$ cat config.mk
export PLATFORM = sky130hd
export DESIGN_NAME = packed_palette_index_unpacker
export DESIGN_NICKNAME = d
export VERILOG_FILES = /design/src/rtl/core/ppiu_pkg.sv /design/src/rtl/core/packed_palette_index_unpacker.sv /design/src/rtl/core/ppiu_cfg.sv /design/src/rtl/core/ppiu_slicer.sv /design/src/rtl/core/ppiu_out_stage.sv
export VERILOG_INCLUDE_DIRS = /design/src /design/src/rtl/core
export SDC_FILE = /design/constraint.sdc
export NUM_CORES = 1
export LEC_CHECK = 0
export ABC_AREA = 1
export BUFFER_PORTS_ARGS = -buffer_cell sky130_fd_sc_hd__buf_2
export CAP_MARGIN = 20
export CORE_AREA = 2 2 163 165
export DETAILED_ROUTE_END_ITERATION = 8
export DIE_AREA = 0 0 165 167
export PLACE_DENSITY = 0.57
export RECOVER_POWER = 100
export SYNTH_ARGS = -nofsm -noshare
export SYNTH_HDL_FRONTEND = slang
export SYNTH_SLANG_ARGS = --single-unit
$ cat constraint.sdc
create_clock -name clk_i -period 3.37 [get_ports clk_i]
set_input_delay 0.337 -clock clk_i [delete_from_list [all_inputs] [get_ports clk_i]]
set_output_delay 0.337 -clock clk_i [all_outputs]
set_load 0.02 [all_outputs]
$ cat src/rtl/core/packed_palette_index_unpacker_defines.svh
// ----------------------------------------------------------------------------
// Assertion macros for the packed palette index unpacker
// Concurrent assertion helpers that compile to nothing in synthesis.
// ----------------------------------------------------------------------------
`ifndef PACKED_PALETTE_INDEX_UNPACKER_DEFINES_SVH
`define PACKED_PALETTE_INDEX_UNPACKER_DEFINES_SVH

`ifndef SYNTHESIS
// Same-cycle implication, disabled while reset is asserted.
`define PPIU_ASSERT_IMP(name, clk, rstn, ante, cons) \
  name: assert property (@(posedge clk) disable iff (!(rstn)) (ante) |-> (cons)) \
    else $error("implication check failed");
// Next-cycle implication, disabled while reset is asserted.
`define PPIU_ASSERT_NXT(name, clk, rstn, ante, cons) \
  name: assert property (@(posedge clk) disable iff (!(rstn)) (ante) |=> (cons)) \
    else $error("next-cycle check failed");
`else
`define PPIU_ASSERT_IMP(name, clk, rstn, ante, cons)
`define PPIU_ASSERT_NXT(name, clk, rstn, ante, cons)
`endif

`endif

$ cat src/rtl/core/ppiu_pkg.sv
// ----------------------------------------------------------------------------
// Packed palette index unpacker package
// Shared constants, result types and the width and slot decode functions.
// ----------------------------------------------------------------------------
package ppiu_pkg;

  localparam int unsigned WordBits        = 64;
  localparam int unsigned MinWidth        = 4;
  localparam int unsigned MaxWidth        = 12;
  localparam int unsigned IdxW            = 12;
  localparam int unsigned NodeW           = 12;
  localparam int unsigned CfgW            = 13;
  localparam int unsigned WidthW          = 4;
  localparam int unsigned SlotW           = 5;
  localparam int unsigned DefSectionNodes = 4096;

  // Decoded index geometry: field width and fields per word.
  typedef struct packed {
    logic [WidthW-1:0] width;
    logic [SlotW-1:0]  slots;
  } geom_t;

  // One result transaction.
  typedef struct packed {
    logic [IdxW-1:0]  entry_index;
    logic [NodeW-1:0] node_number;
    logic             last_of_word;
    logic             last_of_section;
  } res_t;

  // Bit length of (size - 1), clamped to the range MinWidth..MaxWidth.
  function automatic logic [WidthW-1:0] index_width(logic [CfgW-1:0] size);
    logic [CfgW-1:0]   n;
    logic [WidthW-1:0] w;
    n = size - CfgW'(1);
    w = WidthW'(MinWidth);
    if (size > CfgW'(1)) begin
      for (int b = 0; b < CfgW; b++) begin
        if (n[b]) begin
          w = WidthW'(b + 1);
        end
      end
    end
    if (w < WidthW'(MinWidth)) begin
      w = WidthW'(MinWidth);
    end
    if (w > WidthW'(MaxWidth)) begin
      w = WidthW'(MaxWidth);
    end
    return w;
  endfunction

  // Number of whole fields of the given width in one word.
  function automatic logic [SlotW-1:0] word_slots(logic [WidthW-1:0] width);
    logic [SlotW-1:0] s;
    unique case (width)
      4'd4:    s = SlotW'(WordBits / 4);
      4'd5:    s = SlotW'(WordBits / 5);
      4'd6:    s = SlotW'(WordBits / 6);
      4'd7:    s = SlotW'(WordBits / 7);
      4'd8:    s = SlotW'(WordBits / 8);
      4'd9:    s = SlotW'(WordBits / 9);
      4'd10:   s = SlotW'(WordBits / 10);
      4'd11:   s = SlotW'(WordBits / 11);
      4'd12:   s = SlotW'(WordBits / 12);
      default: s = SlotW'(WordBits / MinWidth);
    endcase
    return s;
  endfunction

endpackage

$ cat src/rtl/core/packed_palette_index_unpacker.sv
// ----------------------------------------------------------------------------
// Packed palette index unpacker
// Splits 64-bit packed words into palette indices, one index per transaction.
// ----------------------------------------------------------------------------
// Each slave transaction carries one 64-bit word of a packed index array. The
// block emits one master transaction per index field in that word, lowest
// field first. The field width follows the palette entry count register: the
// bit length of (entry count - 1), at least 4 and at most 12 bits.
// The configuration port takes a new entry count whenever cfg_we_i is high;
// it should only be written while no word is in flight.
// The first index of a word passes the input word register of the slicer and
// then the result register before it is valid on the master side.
// A word then yields one index per field it holds (16 at 4-bit fields down
// to 5 at 12-bit fields, fewer when a section ends inside it), and the next
// word is accepted in the same cycle the last field of the current word
// moves on, so the slicer issues one index every cycle while words keep
// coming and the receiver keeps up.
// When the node counter reaches the final node of a section, the remaining
// fields of that word are dropped, the result carries both last flags and the
// counter wraps to zero.
// Reset clears the counter, empties both registers and restores an entry
// count of 2 (4-bit fields). When the receiver stalls, the result register
// holds its transaction; the slicer then stops, and s_axis_tready falls.
// ----------------------------------------------------------------------------
`include "packed_palette_index_unpacker_defines.svh"

module packed_palette_index_unpacker #(
  parameter int unsigned SectionNodes = ppiu_pkg::DefSectionNodes
) (
  input  logic                          clk_i,
  input  logic                          rst_ni,
  // Configuration: palette entry count.
  input  logic                          cfg_we_i,
  input  logic [ppiu_pkg::CfgW-1:0]     cfg_wdata_i,
  // Slave side. tdata: packed_word[63:0].
  input  logic                          s_axis_tvalid,
  output logic                          s_axis_tready,
  input  logic [ppiu_pkg::WordBits-1:0] s_axis_tdata,
  // Master side. tdata: entry_index[11:0], node_number[23:12].
  output logic                          m_axis_tvalid,
  input  logic                          m_axis_tready,
  output logic [23:0]                   m_axis_tdata,
  // tuser: last_of_word[0].
  output logic                          m_axis_tuser,
  // tlast: last_of_section.
  output logic                          m_axis_tlast
);
  import ppiu_pkg::*;

  geom_t geom;
  res_t  slc_res, out_res;
  logic  slc_valid, slc_ready;

  // Palette size register, kept as decoded width and fields per word.
  ppiu_cfg u_cfg (
    .clk_i       (clk_i),
    .rst_ni      (rst_ni),
    .cfg_we_i    (cfg_we_i),
    .cfg_wdata_i (cfg_wdata_i),
    .geom_o      (geom)
  );

  // Input word register, field extraction and node counter.
  ppiu_slicer #(
    .SectionNodes (SectionNodes)
  ) u_slicer (
    .clk_i        (clk_i),
    .rst_ni       (rst_ni),
    .geom_i       (geom),
    .word_valid_i (s_axis_tvalid),
    .word_ready_o (s_axis_tready),
    .word_i       (s_axis_tdata),
    .res_valid_o  (slc_valid),
    .res_ready_i  (slc_ready),
    .res_o        (slc_res)
  );

  // Result register toward the master side.
  ppiu_out_stage u_out (
    .clk_i      (clk_i),
    .rst_ni     (rst_ni),
    .up_valid_i (slc_valid),
    .up_ready_o (slc_ready),
    .up_data_i  (slc_res),
    .dn_valid_o (m_axis_tvalid),
    .dn_ready_i (m_axis_tready),
    .dn_data_o  (out_res)
  );

  assign m_axis_tdata = {out_res.node_number, out_res.entry_index};
  assign m_axis_tuser = out_res.last_of_word;
  assign m_axis_tlast = out_res.last_of_section;

  // After the final node of a section leaves the slicer, numbering restarts.
  `PPIU_ASSERT_NXT(a_section_wrap, clk_i, rst_ni,
    slc_valid && slc_ready && slc_res.last_of_section,
    slc_res.node_number == '0)

  // A word is replaced only as the last field of the previous one moves on.
  `PPIU_ASSERT_IMP(a_word_handover, clk_i, rst_ni,
    s_axis_tvalid && s_axis_tready && slc_valid,
    slc_ready && slc_res.last_of_word)

  // The end of a section always closes the word as well.
  `PPIU_ASSERT_IMP(a_section_closes_word, clk_i, rst_ni,
    m_axis_tvalid && m_axis_tlast,
    m_axis_tuser)

endmodule

$ cat src/rtl/core/ppiu_cfg.sv
// ----------------------------------------------------------------------------
// Palette size register
// Decodes a palette size write into the index width and fields per word.
// ----------------------------------------------------------------------------
module ppiu_cfg (
  input  logic                     clk_i,
  input  logic                     rst_ni,
  input  logic                     cfg_we_i,
  input  logic [ppiu_pkg::CfgW-1:0] cfg_wdata_i,
  output ppiu_pkg::geom_t          geom_o
);
  import ppiu_pkg::*;

  geom_t geom_d, geom_q;

  // Decode at write time so the datapath sees a registered geometry.
  always_comb begin
    geom_d.width = index_width(cfg_wdata_i);
    geom_d.slots = word_slots(geom_d.width);
  end

  always_ff @(posedge clk_i or negedge rst_ni) begin
    if (!rst_ni) begin
      geom_q.width <= WidthW'(MinWidth);
      geom_q.slots <= SlotW'(WordBits / MinWidth);
    end else if (cfg_we_i) begin
      geom_q <= geom_d;
    end
  end

  assign geom_o = geom_q;

endmodule

$ cat src/rtl/core/ppiu_slicer.sv
// ----------------------------------------------------------------------------
// Word slicer
// Holds one packed word and hands out one index field per transaction.
// ----------------------------------------------------------------------------
module ppiu_slicer #(
  parameter int unsigned SectionNodes = ppiu_pkg::DefSectionNodes
) (
  input  logic                          clk_i,
  input  logic                          rst_ni,
  input  ppiu_pkg::geom_t               geom_i,
  input  logic                          word_valid_i,
  output logic                          word_ready_o,
  input  logic [ppiu_pkg::WordBits-1:0] word_i,
  output logic                          res_valid_o,
  input  logic                          res_ready_i,
  output ppiu_pkg::res_t                res_o
);
  import ppiu_pkg::*;

  localparam int unsigned CntW = $clog2(SectionNodes);

  logic                busy_d, busy_q;
  logic [WordBits-1:0] word_d, word_q;
  logic [SlotW-1:0]    slot_d, slot_q;
  logic [CntW-1:0]     cnt_d, cnt_q;
  logic [IdxW-1:0]     mask;
  logic                fire, end_sec, end_word, take;

  assign fire     = busy_q && res_ready_i;
  assign end_sec  = (cnt_q == CntW'(SectionNodes - 1));
  assign end_word = end_sec || (slot_q == (geom_i.slots - SlotW'(1)));
  assign take     = word_valid_i && word_ready_o;
  assign mask     = IdxW'((13'd1 << geom_i.width) - 13'd1);

  // A new word may enter in the cycle that the last field of the old one leaves.
  assign word_ready_o = !busy_q || (fire && end_word);

  always_comb begin
    busy_d = busy_q;
    word_d = word_q;
    slot_d = slot_q;
    cnt_d  = cnt_q;
    if (fire) begin
      cnt_d = end_sec ? '0 : cnt_q + CntW'(1);
    end
    if (take) begin
      busy_d = 1'b1;
      word_d = word_i;
      slot_d = '0;
    end else if (fire && end_word) begin
      busy_d = 1'b0;
    end else if (fire) begin
      word_d = word_q >> geom_i.width;
      slot_d = slot_q + SlotW'(1);
    end
  end

  always_ff @(posedge clk_i or negedge rst_ni) begin
    if (!rst_ni) begin
      busy_q <= 1'b0;
      slot_q <= '0;
      cnt_q  <= '0;
    end else begin
      busy_q <= busy_d;
      slot_q <= slot_d;
      cnt_q  <= cnt_d;
    end
  end

  always_ff @(posedge clk_i) begin
    word_q <= word_d;
  end

  assign res_valid_o           = busy_q;
  assign res_o.entry_index     = word_q[IdxW-1:0] & mask;
  assign res_o.node_number     = NodeW'(cnt_q);
  assign res_o.last_of_word    = end_word;
  assign res_o.last_of_section = end_sec;

endmodule

$ cat src/rtl/core/ppiu_out_stage.sv
// ----------------------------------------------------------------------------
// Result register
// Registers result transactions so a stalled receiver does not stop the slicer
// until the register is full.
// ----------------------------------------------------------------------------
module ppiu_out_stage (
  input  logic           clk_i,
  input  logic           rst_ni,
  input  logic           up_valid_i,
  output logic           up_ready_o,
  input  ppiu_pkg::res_t up_data_i,
  output logic           dn_valid_o,
  input  logic           dn_ready_i,
  output ppiu_pkg::res_t dn_data_o
);
  import ppiu_pkg::*;

  logic valid_d, valid_q;
  res_t data_q;

  assign up_ready_o = !valid_q || dn_ready_i;
  assign valid_d    = up_ready_o ? up_valid_i : valid_q;

  always_ff @(posedge clk_i or negedge rst_ni) begin
    if (!rst_ni) begin
      valid_q <= 1'b0;
    end else begin
      valid_q <= valid_d;
    end
  end

  always_ff @(posedge clk_i) begin
    if (up_ready_o && up_valid_i) begin
      data_q <= up_data_i;
    end
  end

  assign dn_valid_o = valid_q;
  assign dn_data_o  = data_q;

endmodule
==> results of run 1 <==
## area by class of cell
type / instances / area [µm²] / share of cell area, %
well taps: 335 / 419 / 4.34
inverters: 98 / 368 / 3.81
repair buffers: 127 / 669 / 6.93
multi-input cells: 886 / 4200 / 43.5
clock buffers: 19 / 464 / 4.81
flip-flops and latches: 118 / 3410 / 35.3
clock inverters: 13 / 129 / 1.33
## power by group
group | internal (mW) | switching (mW) | total [mW]
combinational | 0.769 | 1.53 | 2.30
sequential | 2.18 | 0.277 | 2.46
clock | 1.10 | 0.739 | 1.84
## cell families (layout without fill, tap and decap cells)
logic type | Yosys count | in the layout | synth area share [%]
buf+inv | 167 | 257 | 8.73
fa+ha+maj | 12 | 12 | 1.80
flops | 118 | 118 | 40.8
xor+xnor | 18 | 18 | 1.89
simple gates | 601 | 601 | 30.0
compound gates | 252 | 252 | 16.4
mux | 3 | 3 | 0.360
## per-stage QoR
stage	cells	power [mW]
after floorplan	1171	4.14
after global placement	1563	4.80
after detailed placement	1563	4.82
after CTS	1596	6.67
after global routing	1596	7.06
final	1596	6.59
## synthesized netlist by cell type (6+ instances only)
cell      instances  area, µm²
a21oi_1          65        325
a31oi_1           7       43.8
buf_1             9       33.8
buf_2            10       50.1
buf_6            12        135
clkbuf_1         38        143
dfrtp_1          26        651
edfxtp_1         90       2700
ha_1             12        150
inv_1            94        353
nand2_1         289       1080
nand3_1          73        365
nor2_1          197        739
nor3_1           10       50.1
o211ai_1         12       90.1
o21a_1           12       90.1
o21ai_0         132        661
o21ai_1           6       30.0
o22ai_1           6       37.5
xor2_1           14        123
## routing by layer
layer,share of wire [%],global-route usage (%)
met5,0,0
met4,1.4,5.44
met3,6.6,3.39
met2,44,25.2
met1,48,24.4
## worst reg2reg max path: cells and delay by family, from the launching register on
family,cells,cell delay (ns)
DFF,1,0.37
buffers and inverters,1,0.29
and+or+nand+nor,8,1.59
adders and majority gates,1,0.23
AOI/OAI and AO/OA,1,0.07
## flip-flops by register name, indices dropped and copies added, names as in the netlist
register	count
u_slicer.word_q	64
u_cfg.geom_o	9
u_slicer.slot_q	5
u_out.dn_data_o	26
u_slicer.cnt_q	12
u_slicer.res_valid_o	1
u_out.dn_valid_o	1
## repair_timing
item | 4_1_cts | 5_1_grt
endpoints found under the hold margin | 26 | 0
buffers inserted | 0 | 0
hold buffers | 1 | 0
## final timing paths
kind	start	end	slack (ns)	cells past startpoint
setup / recovery	u_slicer.cnt_q[0]	u_slicer.word_q[16]	0.55	11
hold / removal	m_axis_tready	u_out.dn_valid_o	0.11	2
setup reg to reg	u_slicer.cnt_q[0]	u_slicer.word_q[16]	0.55	11
hold reg to reg	u_slicer.cnt_q[7]	u_out.dn_data_o[9]	0.48	0
max in group asynchronous	rst_ni	u_cfg.geom_o[5]	1.39	2
min in group asynchronous	rst_ni	u_cfg.geom_o[3]	0.89	2
==> flow_summary.toml, run 1 <==
[final_layout]
layout_common_cells = "nand2_1 (293), nor2_1 (197), o21ai_0 (137), inv_1 (96), edfxtp_1 (90)"
layout_commonest_cell = "nand2_1"
drive_gt1_share_pct = 12.0
stdcell_area_mm2 = 0.00965
fin_util_pct = 37.5
syn_to_final_growth_pct = 15.6
final_nets = 1342
diodes = 0
nFillCells = 2773

[placement]
place.detailed.hpwl_um = 16600
gp_congestion = 0.829
placed_cell_area_mm2 = 0.00915
io_buffers = 109
dp_slack_ns = 0.550

[clock_tree]
cts_max_level = 4
clock_latency_ns = 0.43
clk_path_buf_depth = 2
cts_buffers = 17
postCtsResizedCells = 0
cts_root_buf = "clkbuf_16"
cts_tree = "built"
cts.sinks = 118
clk_pin_slew_ns = 0.06

[route]
routed_wl_um = 22800
drt-wirelength-per-cell_um = 14.3
antenna_left = 0
num_vias = 7872
drtIter0Drc = 662
via_per_inst = 4.93
first_pass_iters = 5
drc_errors = 0

[sta]
drv_slew = 29
fmax_mhz = 355
fin_crit_sh_pct = 83.6
final-hold-violation-count = 0
setup_viol = 0
hold_slack_ns = 0.114
clock_skew_ns = 0.0120
finalSetupTns_ns = 0
rsz0062_at_grt = "false"
tightest_slew_ns = 1.69
worst_slack_ns = 0.554
period_needed_ns = 2.82
relSlewSlack_pct = -12.7

[floorplanning]
core_mm2 = 0.0258
die_area_mm2 = 0.0276
die_h_um = 167
num_rows = 59
pin_count = 110
initial_core_util_pct = 32.4
die_w_um = 165

[worst_setup_path]
start_kind = "flip-flop"
cpMaxStageDelayCell = "nor3b_1"
crit_path_max_incr_delay_ns = 0.40
crit_family = "simple AND/OR/NAND/NOR gates"
critical_path_class = "flip-flop to flip-flop"
cp.required_ns = 3.54
critPathCaptureType = "flip-flop"
worstPathCellList = "ha_1 -> nand4_4 -> nor3b_1 -> nand2_4 -> nand2_1 -> nand2_2 -> nand2_1 -> nand2_4 -> buf_4 -> nor2_1 -> a21oi_1"
critPathMaxFanout = 25
path_buf_inv = 1
arrival_ns = 2.98

[yosys]
synth-edff-count = 90
ys_ff_latch = 118
syn_inst = 1171
synth_cell_types = 41
syn-cell-area_mm2 = 0.00835
syn_nets = 1265
ys_warn_count = 0
ys_seq_area_share_pct = 40.8
async_flop_share_pct = 23.7
avgSynthCellArea_um2 = 7.13
synth_flop_cell = "edfxtp_1"

[worst_hold_path]
hp-class = "input port to flip-flop"

[power]
irDropWorstVdd_mv = 0.342
pwr_density_cell_mw_per_mm2 = 683
power_leakage_nw = 4.35

[global_routing]
grt_max_degree = 73
antenna_found_initial = 0
grt_pass1_vias = 7200
grt_pass1_wl_um = 36900
grtUsageTotal_pct = 16.9
overflow = 0

[flow_run]
drv_cap = 1

[outcome]
status = "finished with violations"
violations = "capacitance limit, slew limit"
(Power assumes the default switching activity.)
==> run 2: changes to the inputs <==
Settings changed: ABC_AREA 1 to 0, CORE_AREA 2 2 163 165 to 2 2 165 167, DIE_AREA 0 0 165 167 to 0 0 167 169.
Clock period 3.37 ns to 2.75 ns, I/O delays scaled along.
==> run 2 against run 1 <==
First-iteration DRC count decreased by 33%. Critical path depth is 3 lower. Clock skew fell by 0.0014 ns. Largest cell class unchanged. Non-clock buffer count grew 34. Setup slack worse by 0.41 ns. Power grew 39%. Final cell count down 14%. The flow still finishes with violations (capacitance limit, slew limit). Clock-buffer cell count fell by 2. Cell area is 6.7% higher. Synthesized cell count down 23%. Via count is 11% lower.
==> flow_summary.toml, run 2 <==
[clock_tree]
clock_latency_ns = 0.42
cts.sinks = 118
clk_pin_slew_ns = 0.07
cts_root_buf = "clkbuf_16"
clk_path_buf_depth = 2
cts_max_level = 4
cts_buffers = 17
cts_tree = "built"

[sta]
worst_slack_ns = 0.148
relSlewSlack_pct = -7.64
finalSetupTns_ns = 0
period_needed_ns = 2.60
drv_slew = 29
tightest_slew_ns = 1.61
clock_skew_ns = 0.0106
fin_crit_sh_pct = 94.6
fmax_mhz = 384
final-hold-violation-count = 0
rsz0062_at_grt = "false"
setup_viol = 0

[worst_setup_path]
arrival_ns = 2.33
path_buf_inv = 2
crit_path_max_incr_delay_ns = 0.42
critPathCaptureType = "output port"
reg2reg_depth = 10
cp.required_ns = 2.48
r2r_end = "u_slicer.word_q[39]"
critPathMaxFanout = 4
startpoint = "u_cfg.geom_o[0]"
reg2reg_slack_ns = 0.18
start_kind = "flip-flop"
cpMaxStageDelayCell = "dfrtp_1"
crit_family = "simple AND/OR/NAND/NOR gates"
rr_startpoint = "u_cfg.geom_o[0]"
critical_path_class = "flip-flop to output port"
worstPathCellList = "inv_1 -> ha_2 -> nor2b_1 -> or3_1 -> a311oi_4 -> or2_2 -> a21o_1 -> buf_2"

[yosys]
ys_warn_count = 0
syn-cell-area_mm2 = 0.00856
synth-edff-count = 90
synthTopCellsByArea = "edfxtp_1 (32%), mux2i_1 (21%), dfrtp_1 (7.6%)"
async_flop_share_pct = 23.7
synth_flop_cell = "edfxtp_1"
yosysMostFrequentCell = "mux2i_1"
syn_nets = 991
synth_top_area_cell = "edfxtp_1"
synth_top_area_share_pct = 31.6
synth_cell_types = 77
avgSynthCellArea_um2 = 9.54
ys_ff_latch = 118
syn_inst = 897
netlist_top_cells_count = "mux2i_1 (177), nor2_1 (120), edfxtp_1 (90)"
ys_seq_area_share_pct = 39.8

[floorplanning]
pin_count = 110
num_rows = 60
die_w_um = 167
core_mm2 = 0.0265
die_h_um = 169
die_area_mm2 = 0.0282
initial_core_util_pct = 32.3

[route]
via_per_inst = 5.13
num_vias = 7009
drc_errors = 0
routed_wl_um = 22600
first_pass_iters = 5
drt-wirelength-per-cell_um = 16.6
antenna_left = 0
drtIter0Drc = 443

[worst_hold_path]
hold_end = "u_out.dn_valid_o"
hp-start = "m_axis_tready"
hold_depth = 2
hp-class = "input port to flip-flop"

[global_routing]
grt_pass1_wl_um = 35900
grt_pass1_vias = 6751
grt_max_degree = 63
overflow = 0
grtUsageTotal_pct = 15.8
antenna_found_initial = 1

[outcome]
status = "finished with violations"
violations = "capacitance limit, slew limit"

[final_layout]
final_nets = 1105
drive_gt1_share_pct = 20.1
multiInputGateArea_mm2 = 0.00484
largest_reg_flops = 64
stdcell_area_mm2 = 0.0103
seqCellArea_mm2 = 0.00341
layout_common_cells = "mux2i_1 (177), nor2_1 (120), edfxtp_1 (90), buf_2 (81), nand2_1 (69)"
fin_util_pct = 38.9
nFillCells = 2709
layout_commonest_cell = "mux2i_1"
largest_register = "u_slicer.word_q"
syn_to_final_growth_pct = 20.4

[power]
pwr_density_cell_mw_per_mm2 = 892
irDropWorstVdd_mv = 0.400
power_leakage_nw = 4.12

[placement]
gp_congestion = 0.887
place.detailed.hpwl_um = 16900
placed_cell_area_mm2 = 0.00977
io_buffers = 109
dp_slack_ns = -0.0735

[flow_run]
drv_cap = 1
[run 2: where the power goes]
group	switching [mW]	internal [mW]
sequential	0.448	2.90
combinational	2.18	1.43
clock	0.945	1.29
[run 2: per-layer routing]
| metal | track usage (%) | part of all wire [%] | up-vias |
|---|---|---|---|
| li1 | - | - | 3539 |
| met1 | 22.0 | 49 | 3287 |
| met2 | 25.3 | 46 | 167 |
| met3 | 2.97 | 4.1 | 16 |
| met4 | 4.20 | 1.4 | 0 |
| met5 | 0 | 0 | - |
[run 2: timing repair]
action | CTS | global route
pin swaps | 1 | 0
hold buffers | 1 | 0
buffers inserted | 1 | 0
gates resized for setup | 1 | 1
cloned | 0 | 0
endpoints found under the setup margin | 1 | 1
hold endpoints to repair | 26 | 0
[run 2: worst max path at each step]
| stage | end | slack (ns) | cells past startpoint |
|---|---|---|---|
| final | s_axis_tready | 0.15 | 8 |
| after global routing | s_axis_tready | 0.005 | 8 |
| after CTS | s_axis_tready | 0.07 | 8 |
| after detailed placement | u_cfg.geom_o[2] | -0.07 | 15 |
| after global placement | u_cfg.geom_o[4] | -0.03 | 12 |
| after floorplan | u_slicer.word_q[10] | -0.17 | 6 |
[run 2: kinds of logic after synthesis]
family / after synthesis / synth area share [%]
flops: 118 / 39.8
simple gates: 299 / 16.4
xor+xnor: 14 / 1.43
mux: 197 / 23.5
buf+inv: 86 / 4.24
fa+ha+maj: 12 / 1.75
compound gates: 171 / 12.9
[run 2: layout make-up]
| cell class | count | share of cell area (%) |
|---|---|---|
| Timing Repair Buffer | 161 | 9.23 |
| Inverter | 20 | 0.875 |
| Multi-Input combinational cell | 693 | 47.0 |
| Clock buffer | 17 | 4.13 |
| Antenna cell | 1 | 0.0243 |
| Clock inverter | 15 | 1.53 |
| Tap cell | 341 | 4.14 |
| Sequential cell | 118 | 33.1 |
[run 2: stage by stage]
step                      cells  power [mW]  hold slack [ns]
after floorplan             897        5.83          -0.0206
after global placement     1331        6.95            0.355
after detailed placement   1331        7.00            0.358
after CTS                  1365        9.29           0.0430
after global routing       1365        9.82           0.0617
final                      1366        9.19           0.0561
